### src/rtl/core/can_adapter_frame_parser_defines.svh
// assertion macros for the frame parser
`ifndef CAN_ADAPTER_FRAME_PARSER_DEFINES_SVH
`define CAN_ADAPTER_FRAME_PARSER_DEFINES_SVH

`ifndef SYNTHESIS
`define CAFP_ASSERT_IMP(label, clk, rst, ante, cons) \
   label: assert property (@(posedge clk) disable iff (rst) (ante) |-> (cons)) \
      else $error("assertion failed");
`define CAFP_ASSERT_NEXT(label, clk, rst, ante, cons) \
   label: assert property (@(posedge clk) disable iff (rst) (ante) |=> (cons)) \
      else $error("assertion failed");
`else
`define CAFP_ASSERT_IMP(label, clk, rst, ante, cons)
`define CAFP_ASSERT_NEXT(label, clk, rst, ante, cons)
`endif

`endif

### src/rtl/core/cafp_pkg.sv
package cafp_pkg;

   localparam logic [4:0] POS_HUNT  = 5'd0;
   localparam logic [4:0] POS_SYNC1 = 5'd1;
   localparam logic [4:0] POS_HDR2  = 5'd2;
   localparam logic [4:0] POS_HDR3  = 5'd3;
   localparam logic [4:0] POS_HDR4  = 5'd4;
   localparam logic [4:0] POS_ID0   = 5'd5;
   localparam logic [4:0] POS_ID3   = 5'd8;
   localparam logic [4:0] POS_LEN   = 5'd9;
   localparam logic [4:0] POS_DATA0 = 5'd10;
   localparam logic [4:0] POS_DATA7 = 5'd17;
   localparam logic [4:0] POS_PAD   = 5'd18;
   localparam logic [4:0] POS_CHECK = 5'd19;

   localparam logic [7:0] HDR_BYTE0 = 8'hAA;
   localparam logic [7:0] HDR_BYTE1 = 8'h55;
   localparam logic [7:0] HDR_BYTE2 = 8'h01;
   localparam logic [7:0] HDR_BYTE3 = 8'h02;
   localparam logic [7:0] HDR_BYTE4 = 8'h01;

   localparam logic [3:0] NIB_MESSAGE = 4'h0;
   localparam logic [3:0] NIB_SIGNAL  = 4'h1;
   localparam logic [3:0] MAX_LENGTH  = 4'd8;

   typedef struct packed {
      logic        frame_kind;
      logic [3:0]  command;
      logic [11:0] sender;
      logic [11:0] target;
      logic [15:0] signal_number;
      logic [3:0]  payload_length;
      logic [63:0] payload;
   } result_type;

endpackage

### src/rtl/core/cafp_if.sv
interface cafp_req_if;
   logic       valid;
   logic       ready;
   logic [7:0] rx_byte;

   modport source (output valid, output rx_byte, input ready);
   modport sink (input valid, input rx_byte, output ready);
endinterface

interface cafp_rsp_if;
   logic        valid;
   logic        ready;
   logic        frame_kind;
   logic [3:0]  command;
   logic [11:0] sender;
   logic [11:0] target;
   logic [15:0] signal_number;
   logic [3:0]  payload_length;
   logic [63:0] payload;

   modport source (output valid, output frame_kind, output command, output sender,
                   output target, output signal_number, output payload_length,
                   output payload, input ready);
   modport sink (input valid, input frame_kind, input command, input sender,
                 input target, input signal_number, input payload_length,
                 input payload, output ready);
endinterface

### src/rtl/core/cafp_decode.sv
module cafp_decode (
   input  logic [31:0]         identifier,
   input  logic [7:0]          length_byte,
   input  logic [63:0]         payload_store,
   output logic                keep,
   output cafp_pkg::result_type result
);
   import cafp_pkg::*;

   logic [3:0] nib;
   logic [3:0] len;

   assign nib = identifier[31:28];

   always_comb begin
      keep = (nib == NIB_MESSAGE) || (nib == NIB_SIGNAL);
      len  = (length_byte > 8'(MAX_LENGTH)) ? MAX_LENGTH : length_byte[3:0];

      result = '0;
      result.payload_length = len;
      for (int i = 0; i < 8; i++) begin
         if (4'(i) < len) begin
            result.payload[8*i +: 8] = payload_store[8*i +: 8];
         end
      end

      if (nib == NIB_SIGNAL) begin
         result.frame_kind    = 1'b1;
         result.signal_number = identifier[27:12];
      end else begin
         result.frame_kind = 1'b0;
         result.command    = identifier[27:24];
         result.sender     = identifier[23:12];
         result.target     = identifier[11:0];
      end
   end

endmodule

### src/rtl/core/can_adapter_frame_parser.sv
// can adapter frame parser
// req_ch carries one received serial byte per request (rx_byte); rsp_ch carries
// one decoded frame per request: kind, command, sender, target, signal number,
// saturated payload length and the masked payload bytes.
// the parser hunts for header AA 55 01 02 01, collects identifier, length and
// eight data bytes, checks the pad byte and the additive checksum, and emits a
// response only for good frames whose identifier top nibble is 0 or 1.
// throughput: one byte per cycle while req_ch is ready; the byte-wise
// position/sum update is a single register stage.
// latency: the response is valid the cycle after the checksum byte is taken.
// when rsp_ch stalls, the response register holds; req_ch stays ready as long as
// the response register is empty or being drained this cycle, so at most one
// response waits.
// reset (synchronous, active high) returns the parser to hunting and drops any
// pending response.
`include "can_adapter_frame_parser_defines.svh"

module can_adapter_frame_parser (
   input logic         clock,
   input logic         reset,
   cafp_req_if.sink    req_ch,
   cafp_rsp_if.source  rsp_ch
);
   import cafp_pkg::*;

   logic [4:0]  pos_ff, pos_in;
   logic [7:0]  sum_ff, sum_in;
   logic [31:0] id_ff, id_in;
   logic [7:0]  len_ff, len_in;
   logic [63:0] data_ff, data_in;
   logic        out_valid_ff, out_valid_in;
   result_type  out_ff, out_in;

   logic        in_fire;
   logic        emit;
   logic        keep;
   result_type  dec_result;
   logic [7:0]  d;
   logic [1:0]  id_sel;
   logic [2:0]  data_sel;

   assign d        = req_ch.rx_byte;
   assign req_ch.ready = !out_valid_ff || rsp_ch.ready;
   assign in_fire  = req_ch.valid && req_ch.ready;
   assign id_sel   = 2'(pos_ff - POS_ID0);
   assign data_sel = 3'(pos_ff - POS_DATA0);

   cafp_decode u_decode (
      .identifier    (id_ff),
      .length_byte   (len_ff),
      .payload_store (data_ff),
      .keep          (keep),
      .result        (dec_result)
   );

   always_comb begin
      pos_in  = pos_ff;
      sum_in  = sum_ff;
      id_in   = id_ff;
      len_in  = len_ff;
      data_in = data_ff;
      emit    = 1'b0;
      if (in_fire) begin
         case (pos_ff) inside
            POS_HUNT: begin
               if (d == HDR_BYTE0) pos_in = POS_SYNC1;
            end
            POS_SYNC1: begin
               sum_in = '0;
               pos_in = (d == HDR_BYTE1) ? POS_HDR2 : POS_HUNT;
            end
            POS_HDR2: begin
               sum_in = sum_ff + d;
               pos_in = (d == HDR_BYTE2) ? POS_HDR3 : POS_HUNT;
            end
            POS_HDR3: begin
               sum_in = sum_ff + d;
               pos_in = (d == HDR_BYTE3) ? POS_HDR4 : POS_HUNT;
            end
            POS_HDR4: begin
               sum_in = sum_ff + d;
               pos_in = (d == HDR_BYTE4) ? POS_ID0 : POS_HUNT;
            end
            [POS_ID0:POS_ID3]: begin
               sum_in = sum_ff + d;
               id_in[{id_sel, 3'b000} +: 8] = d;
               pos_in = pos_ff + 5'd1;
            end
            POS_LEN: begin
               sum_in = sum_ff + d;
               len_in = d;
               pos_in = POS_DATA0;
            end
            [POS_DATA0:POS_DATA7]: begin
               sum_in = sum_ff + d;
               data_in[{data_sel, 3'b000} +: 8] = d;
               pos_in = pos_ff + 5'd1;
            end
            POS_PAD: begin
               sum_in = sum_ff + d;
               pos_in = (d == 8'd0) ? POS_CHECK : POS_HUNT;
            end
            POS_CHECK: begin
               pos_in = POS_HUNT;
               emit   = (d == sum_ff) && keep;
            end
            default: begin
               pos_in = POS_HUNT;
            end
         endcase
      end
   end

   always_comb begin
      out_in       = out_ff;
      out_valid_in = out_valid_ff;
      if (emit) begin
         out_in       = dec_result;
         out_valid_in = 1'b1;
      end else if (rsp_ch.ready) begin
         out_valid_in = 1'b0;
      end
   end

   always_ff @(posedge clock) begin
      if (reset) begin
         pos_ff       <= POS_HUNT;
         sum_ff       <= '0;
         out_valid_ff <= 1'b0;
      end else begin
         pos_ff       <= pos_in;
         sum_ff       <= sum_in;
         out_valid_ff <= out_valid_in;
      end
      id_ff   <= id_in;
      len_ff  <= len_in;
      data_ff <= data_in;
      out_ff  <= out_in;
   end

   assign rsp_ch.valid          = out_valid_ff;
   assign rsp_ch.frame_kind     = out_ff.frame_kind;
   assign rsp_ch.command        = out_ff.command;
   assign rsp_ch.sender         = out_ff.sender;
   assign rsp_ch.target         = out_ff.target;
   assign rsp_ch.signal_number  = out_ff.signal_number;
   assign rsp_ch.payload_length = out_ff.payload_length;
   assign rsp_ch.payload        = out_ff.payload;

   `CAFP_ASSERT_IMP(a_pos_range, clock, reset, 1'b1, pos_ff <= POS_CHECK)
   `CAFP_ASSERT_NEXT(a_pos_hold, clock, reset, !in_fire, $stable(pos_ff))
   `CAFP_ASSERT_IMP(a_rsp_origin, clock, reset, $rose(out_valid_ff),
                    $past(in_fire) && $past(pos_ff) == POS_CHECK)

endmodule

### src/flat_wrapper.sv
// flat-port wrapper written by rule: the top's interface ports become plain ports
module can_adapter_frame_parser_flat import cafp_pkg::*;
  (clock, reset, req_ch_valid, req_ch_rx_byte, req_ch_ready, rsp_ch_valid, rsp_ch_frame_kind, rsp_ch_command, rsp_ch_sender, rsp_ch_target, rsp_ch_signal_number, rsp_ch_payload_length, rsp_ch_payload, rsp_ch_ready);
  cafp_req_if req_ch_i ();
  cafp_rsp_if rsp_ch_i ();
  input logic clock;
  input logic reset;
  input wire logic [$bits(req_ch_i.valid)-1:0] req_ch_valid;
  input wire logic [$bits(req_ch_i.rx_byte)-1:0] req_ch_rx_byte;
  output wire logic [$bits(req_ch_i.ready)-1:0] req_ch_ready;
  output wire logic [$bits(rsp_ch_i.valid)-1:0] rsp_ch_valid;
  output wire logic [$bits(rsp_ch_i.frame_kind)-1:0] rsp_ch_frame_kind;
  output wire logic [$bits(rsp_ch_i.command)-1:0] rsp_ch_command;
  output wire logic [$bits(rsp_ch_i.sender)-1:0] rsp_ch_sender;
  output wire logic [$bits(rsp_ch_i.target)-1:0] rsp_ch_target;
  output wire logic [$bits(rsp_ch_i.signal_number)-1:0] rsp_ch_signal_number;
  output wire logic [$bits(rsp_ch_i.payload_length)-1:0] rsp_ch_payload_length;
  output wire logic [$bits(rsp_ch_i.payload)-1:0] rsp_ch_payload;
  input wire logic [$bits(rsp_ch_i.ready)-1:0] rsp_ch_ready;
  assign req_ch_i.valid = req_ch_valid;
  assign req_ch_i.rx_byte = req_ch_rx_byte;
  assign req_ch_ready = req_ch_i.ready;
  assign rsp_ch_valid = rsp_ch_i.valid;
  assign rsp_ch_frame_kind = rsp_ch_i.frame_kind;
  assign rsp_ch_command = rsp_ch_i.command;
  assign rsp_ch_sender = rsp_ch_i.sender;
  assign rsp_ch_target = rsp_ch_i.target;
  assign rsp_ch_signal_number = rsp_ch_i.signal_number;
  assign rsp_ch_payload_length = rsp_ch_i.payload_length;
  assign rsp_ch_payload = rsp_ch_i.payload;
  assign rsp_ch_i.ready = rsp_ch_ready;
  can_adapter_frame_parser u_core (.clock(clock), .reset(reset), .req_ch(req_ch_i), .rsp_ch(rsp_ch_i));
endmodule
### config.mk
export PLATFORM = sky130hd
export DESIGN_NAME = can_adapter_frame_parser_flat
export DESIGN_NICKNAME = d
export VERILOG_FILES = /design/src/rtl/core/cafp_pkg.sv /design/src/rtl/core/cafp_if.sv /design/src/rtl/core/cafp_decode.sv /design/src/rtl/core/can_adapter_frame_parser.sv /design/src/flat_wrapper.sv
export VERILOG_INCLUDE_DIRS = /design/src /design/src/rtl/core
export SDC_FILE = /design/constraint.sdc
export NUM_CORES = 1
export LEC_CHECK = 0
export BUFFER_PORTS_ARGS = -buffer_cell sky130_fd_sc_hd__buf_2
export CAP_MARGIN = 20
export CORE_ASPECT_RATIO = 1.75
export CORE_MARGIN = 4
export CORE_UTILIZATION = 35
export CTS_CLUSTER_DIAMETER = 100
export CTS_CLUSTER_SIZE = 12
export DETAILED_ROUTE_END_ITERATION = 10
export GPL_ROUTABILITY_DRIVEN = 1
export PLACE_DENSITY = 0.5
export SLEW_MARGIN = 20
export SYNTH_ARGS = -nofsm -noshare
export SYNTH_HDL_FRONTEND = slang
export SYNTH_HIERARCHICAL = 1
export SYNTH_SLANG_ARGS = --single-unit
### constraint.sdc
create_clock -name clock -period 9.9 [get_ports clock]
set_input_delay 1.485 -clock clock [delete_from_list [all_inputs] [get_ports clock]]
set_output_delay 1.485 -clock clock [all_outputs]
set_load 0.02 [all_outputs]
==> impl_metrics.yaml, run 1 <==
worst_setup_path:
  setup.worst_path.start: "u_core/pos_ff[0]"
  cp_max_fo: 77
  criticalPathCategory: "register to register"
  path_buf_inv: 3
  crit_path_start_kind: "register"
  cp_slowest_cell: "buf_4"
  cp.arrival_ns: 4.66
  cp_cell_sequence: "inv_1 > ha_1 > or3_1 > and2_1 > a2111o_1 > nor4_4 > buf_4 > buf_4"
  required_ns: 10.03
  worst_path_most_repeated_cell: "buf_4"
  crit_family: "buffers and inverters"
  rr_startpoint: "u_core/pos_ff[0]"
  endpoint_kind: "register"
  cpPeakStageDelay_ns: 0.85
outcome:
  outcome: "completed"
grt:
  grt_pass1_wl_um: 37200
  antenna_found_initial: 0
  grt_max_degree: 78
  grt_usage_pct: 15.6
  grt_pass1_vias: 6266
  grt-ovfl-total: 0
sta:
  hold_viol: 0
  rsz0062_at_grt: "false"
  min_period_over_period_pct: 45.8
  tightestPinTransition_ns: 0.968
  fin_skew_ns: 0.00935
  setup_violations: 0
  max_slew_margin_pct: 35.5
  fin_crit_ns: 4.53
  fmax_mhz: 221
  slew_violations: 0
  fin_setup_tns_ns: 0
synth:
  synth-async-reset-ratio_pct: 0
  synth_edf_count: 217
  yosys_warnings: 6
  ys_seq_area_share_pct: 68.8
  synth.avg_cell_area_sq_um: 13.4
  synth_cell_type_count: 55
  synthFlopType: "edfxtp_1"
  synth-seq-cells: 231
  synthesis.nets: 769
  syn_inst: 738
  synth_area_sq_um: 9880
layout:
  multi_input_area_sq_um: 2810
  fin_cells: 1254
  drive_gt1_share_pct: 19.6
  final_nets: 896
  flow.area_growth_from_synthesis_pct: 17.0
  nFillCells: 2660
  antenna_cells: 0
  seqCellArea_sq_um: 6800
placement:
  port_buffers: 126
  place.gp.congestion: 0.935
  dp_cells: 1213
  dp_hpwl_um: 17400
drt:
  routedWlPerCell_um: 19.5
  ant_nets: 0
  num_vias: 6153
  drtPass1Iterations: 4
  route.detailed.drc: 0
  avgViaCountPerCell: 4.91
  dr.first_iter.drc_count: 300
  wirelength_um: 24500
clock_network:
  cts_made_buffers: 23
  clock_path_buffers: 3
  cts.sinks: 231
  cts_tree: "done"
  cts-resized-gates: 0
  cts_root_buf: "clkbuf_16"
  cts_hold_buf: 0
  path_clk_slew_ns: 0.06
  post_cts_buffers: 0
  h-tree-depth: 1
  worstSkewPairLatency_ns: 0.50
die:
  die-area_sq_um: 31100
  die_h_um: 230
  initial_core_util_pct: 35.5
  top_level_ports: 127
  rows: 81
  core_sq_um: 27900
  die_w_um: 135
pwr:
  pwr-share-clk_pct: 42.0
  p_int_mw: 1.50
  vdd_drop_max_mv: 0.0875
  power_density_nw_per_um2: 161
  p_leak_nw: 4.14
  p_switching_mw: 0.368
  pwr-share-comb_pct: 1.6
  seq_power_share_pct: 56.5
  p_total_mw: 1.87
  p_sw_share_pct: 19.7
min_path:
  hold_path_class: "register to register"
  hp-start: "u_core/sum_ff[0]"
job:
  cap_violations: 0
registers in the layout, indices dropped and copies added (netlist names), 8 cells and up:
| register | count |
|---|---|
| u_core/data_ff | 64 |
| u_core/id_ff | 32 |
| u_core/len_ff | 8 |
| u_core/rsp_ch.payload | 64 |
| u_core/rsp_ch.sender | 12 |
| u_core/rsp_ch.signal_number | 16 |
| u_core/rsp_ch.target | 12 |
| u_core/sum_ff | 8 |
cell families after synthesis:
| group | count (synthesis) | share of synthesized area, % |
|---|---|---|
| XOR/XNOR | 7 | 0.620 |
| AO/OA/AOI/OAI | 128 | 9.08 |
| multiplexers | 1 | 0.139 |
| AND/OR/NAND/NOR | 285 | 16.0 |
| adder cells (fa/ha/maj) | 19 | 2.48 |
| buffers and inverters | 67 | 2.92 |
| flip-flops | 231 | 68.8 |
per-layer routing:
metal	up-vias	GRT usage (%)	wire length, um
li1	2949	-	-
met1	2987	17.3	9160
met2	172	29.6	13400
met3	45	2.23	1060
met4	0	5.96	813
met5	-	0	0
cells in the mapped netlist (7+ instances only):
| master | number | area [sq um] |
|---|---|---|
| inv_1 | 31 | 116 |
| edfxtp_1 | 217 | 6520 |
| a21oi_1 | 19 | 95.1 |
| and2_1 | 64 | 400 |
| nor2_1 | 69 | 259 |
| nand2b_1 | 16 | 100 |
| nor2b_1 | 31 | 194 |
| nand3_1 | 18 | 90.1 |
| ha_1 | 18 | 225 |
| nor4_1 | 10 | 62.6 |
| a31oi_1 | 22 | 138 |
| nand2_1 | 23 | 86.3 |
| clkbuf_1 | 18 | 67.6 |
| buf_2 | 9 | 45.0 |
| dfxtp_1 | 14 | 280 |
| a21boi_0 | 49 | 368 |
| o21ai_0 | 9 | 45.0 |
| nor3_1 | 23 | 115 |
| and3_1 | 7 | 43.8 |
final cells by class:
type | instances | share of cell area (%)
clock buffer | 40 | 5.53
tap | 373 | 4.04
multi-input combinational | 440 | 24.3
clock inverter | 1 | 0.0974
timing repair buffer | 137 | 6.17
sequential | 231 | 58.8
inverter | 32 | 1.04
worst reg2reg max path, stage by stage, from the launching register on:
cell and delay, ns:
dfxtp_1 0.82, inv_1 0.26, ha_1 0.39, or3_1 0.41, and2_1 0.19, a2111o_1 0.36
nor4_4 0.33, buf_4 0.49, buf_4 0.85
cell usage in the layout (no fill, tap or decap), drive strengths merged, types with 3 or more instances in the layout:
cell type and count:
clkbuf 40, inv 32, xnor2 5, a21boi 51
a31oi 22, a211oi 4, o21ai 10, a21oi 19
nand3 18, and2 64, or3 3, a221oi 3
and3 7, edfxtp 217, nor3 26, nor4 14
o21a 6, or4 3, nor2b 31, o211ai 3
dfxtp 14, nor2 69, buf 137, nand2 24
nand2b 16, ha 18, nand4 5
path summary, 6_finish.rpt:
path | to | slack, ns | cells past startpoint
max | u_core/rsp_ch.target[3] | 5.37 | 8
min reg2reg | u_core/sum_ff[0] | 0.47 | 2
min | u_core/sum_ff[0] | 0.47 | 2
max reg2reg | u_core/rsp_ch.target[3] | 5.37 | 8
power by group through the flow:
stage | Combinational [mW] | Clock (mW) | Sequential (mW)
finish | 0.0291 | 0.783 | 1.05
global route | 0.0321 | 0.848 | 1.05
CTS | 0.0297 | 0.813 | 1.05
detailed placement | 0.0296 | 0 | 1.07
global placement | 0.0295 | 0 | 1.07
floorplan | 0.0148 | 0 | 1.07
per-stage QoR:
stage / hold slack (ns) / instance area [sq um] / util (%) / setup slack (ns)
floorplan: 0.436 / 9880 / - / 0.682
global placement: 0.447 / 10900 / 39.1 / 5.40
detailed placement: 0.458 / 10900 / 39.1 / 5.33
CTS: 0.468 / 11600 / 41.5 / 5.37
global route: 0.487 / 11600 / 41.5 / 5.09
finish: 0.465 / 11600 / 41.5 / 5.37
(Power assumes the default switching activity.)
==> run 2: changes to the inputs <==
--- a/config.mk
+++ b/config.mk
@@ -15,7 +15,7 @@
 export CTS_CLUSTER_SIZE = 12
 export DETAILED_ROUTE_END_ITERATION = 10
 export GPL_ROUTABILITY_DRIVEN = 1
-export PLACE_DENSITY = 0.5
+export PLACE_DENSITY = 0.52
 export SLEW_MARGIN = 20
 export SYNTH_ARGS = -nofsm -noshare
 export SYNTH_HDL_FRONTEND = slang
==> constraint.sdc (replaced) <==
create_clock -name clock -period 4.07 [get_ports clock]
set_input_delay 0.6105 -clock clock [delete_from_list [all_inputs] [get_ports clock]]
set_output_delay 0.6105 -clock clock [all_outputs]
set_load 0.02 [all_outputs]
==> impl_metrics.yaml, run 2 (synthesis gave the netlist of run 1 again) <==
sta:
  fin_crit_ns: 3.13
  fmax_mhz: 320
  fin_skew_ns: 0.0163
  hold_viol: 0
  tightestPinTransition_ns: 0.894
  rsz0062_at_grt: "false"
  fin_setup_tns_ns: 0
  max_slew_margin_pct: 39.9
  min_period_over_period_pct: 76.9
  slew_violations: 0
  setup_violations: 0
clock_network:
  worstSkewPairLatency_ns: 0.52
  cts_tree: "done"
  cts_hold_buf: 0
  cts.sinks: 231
  h-tree-depth: 1
  cts-resized-gates: 0
  cts_root_buf: "clkbuf_16"
  post_cts_buffers: 0
  path_clk_slew_ns: 0.07
  clock_path_buffers: 3
  cts_made_buffers: 23
layout:
  final_cell_mix: "edfxtp_1, buf_2, nor2_1"
  seqCellArea_sq_um: 6800
  final_nets: 897
  design_area_sq_um: 11600
  flow.area_growth_from_synthesis_pct: 17.3
  multi_input_area_sq_um: 2840
  final_common_cell: "edfxtp_1"
  nFillCells: 2609
  drive_gt1_share_pct: 20.8
  fin_cells: 1247
  antenna_cells: 0
  fin_util_pct: 41.6
placement:
  dp_hpwl_um: 16700
  port_buffers: 126
  dp_cells: 1214
  place_area_sq_um: 11000
  place.gp.congestion: 0.883
min_path:
  min_to: "u_core/rsp_ch.valid"
  hold_path_class: "input port to register"
  hold_path_depth: 4
  hp-start: "rsp_ch_ready"
die:
  core_sq_um: 27900
  rows: 81
  initial_core_util_pct: 35.5
  die-area_sq_um: 31100
  top_level_ports: 127
  die_h_um: 230
  die_w_um: 135
pwr:
  p_leak_nw: 4.18
  p_total_mw: 4.49
  vdd_drop_max_mv: 0.273
  power_density_nw_per_um2: 387
worst_setup_path:
  cp_slowest_cell: "buf_4"
  required_ns: 4.21
  endpoint_kind: "register"
  rr_startpoint: "u_core/pos_ff[0]"
  crit_path_start_kind: "register"
  ff2ff_path_depth: 7
  cp.arrival_ns: 3.27
  crit_family: "simple AND/OR/NAND/NOR gates"
  cp_cell_sequence: "inv_4 > ha_1 > or3_1 > and2_4 > a2111o_1 > nor4_4 > buf_4"
  path_buf_inv: 2
  cp_max_fo: 47
  regToRegSetupSlack_ns: 0.94
  criticalPathCategory: "register to register"
  cpPeakStageDelay_ns: 0.56
  r2r-end: "u_core/rsp_ch.payload[39]"
drt:
  dr.first_iter.drc_count: 349
  num_vias: 6084
  routedWlPerCell_um: 18.8
  ant_nets: 0
  route.detailed.drc: 0
  avgViaCountPerCell: 4.88
  drtPass1Iterations: 5
  wirelength_um: 23400
outcome:
  outcome: "completed"
grt:
  grt_pass1_vias: 6072
  grt_pass1_wl_um: 35400
  antenna_found_initial: 0
  grt-ovfl-total: 0
  grt_usage_pct: 14.8
  grt_max_degree: 68
job:
  cap_violations: 0
run 2: cell types whose count changed in the layout (fill, tap and decap cells not counted):
cell	delta
clkbuf_1	-9
dfxtp_1	-2
dfxtp_4	+2
ha_1	-2
ha_4	+2
inv_1	-2
inv_4	+2
and2_1	-1
and2_4	+1
buf_12	+1
inv_6	+1
run 2: worst max path at each step:
stage                      start                        end  slack [ns]  cells past startpoint
2_1_floorplan   u_core/pos_ff[0]   u_core/rsp_ch.command[0]       -1.64                      7
3_3_place_gp   req_ch_rx_byte[2]  u_core/rsp_ch.payload[60]        1.02                      6
3_5_place_dp   req_ch_rx_byte[3]  u_core/rsp_ch.payload[29]        0.99                      6
4_1_cts         u_core/pos_ff[0]  u_core/rsp_ch.payload[45]        0.95                      7
5_1_grt         u_core/pos_ff[0]          u_core/data_ff[4]        0.75                      6
6_report        u_core/pos_ff[0]  u_core/rsp_ch.payload[39]        0.94                      7
run 2: per-layer routing:
metal / wire [um] / part of all wire [%] / GRT usage, %
met3: 998 / 4.3 / 1.86
met2: 12900 / 55 / 27.6
met1: 8920 / 38 / 17.3
met5: 0 / 0 / 0
met4: 600 / 2.6 / 4.95
run 2: power by group:
part           total [mW]  internal, mW  leakage, nW  switching, mW
Combinational      0.0680        0.0165         1.76         0.0515
Clock                1.86          1.03        0.303          0.826
Sequential           2.56          2.56         2.11       0.000405
run 2: layout make-up:
type | instances | share of cell area, %
flip-flops and latches | 231 | 58.7
multi-input cells | 440 | 24.5
repair buffers | 138 | 6.32
clock buffers | 31 | 5.22
well taps | 373 | 4.02
inverters | 32 | 1.08
clock inverters | 2 | 0.173
run 2: worst min-delay path, delay by kind of cell:
family                 cells  cell delay, ns
AO/OA/AOI/OAI              1            0.06
AND/OR/NAND/NOR            1            0.07
buffers and inverters      2            0.16
run 2: metrics by stage:
step           setup WS (ns)  hold slack [ns]
2_1_floorplan          -1.64            0.436
3_3_place_gp            1.02            0.447
3_5_place_dp           0.985            0.454
4_1_cts                0.948            0.414
5_1_grt                0.754            0.462
6_report               0.940            0.418
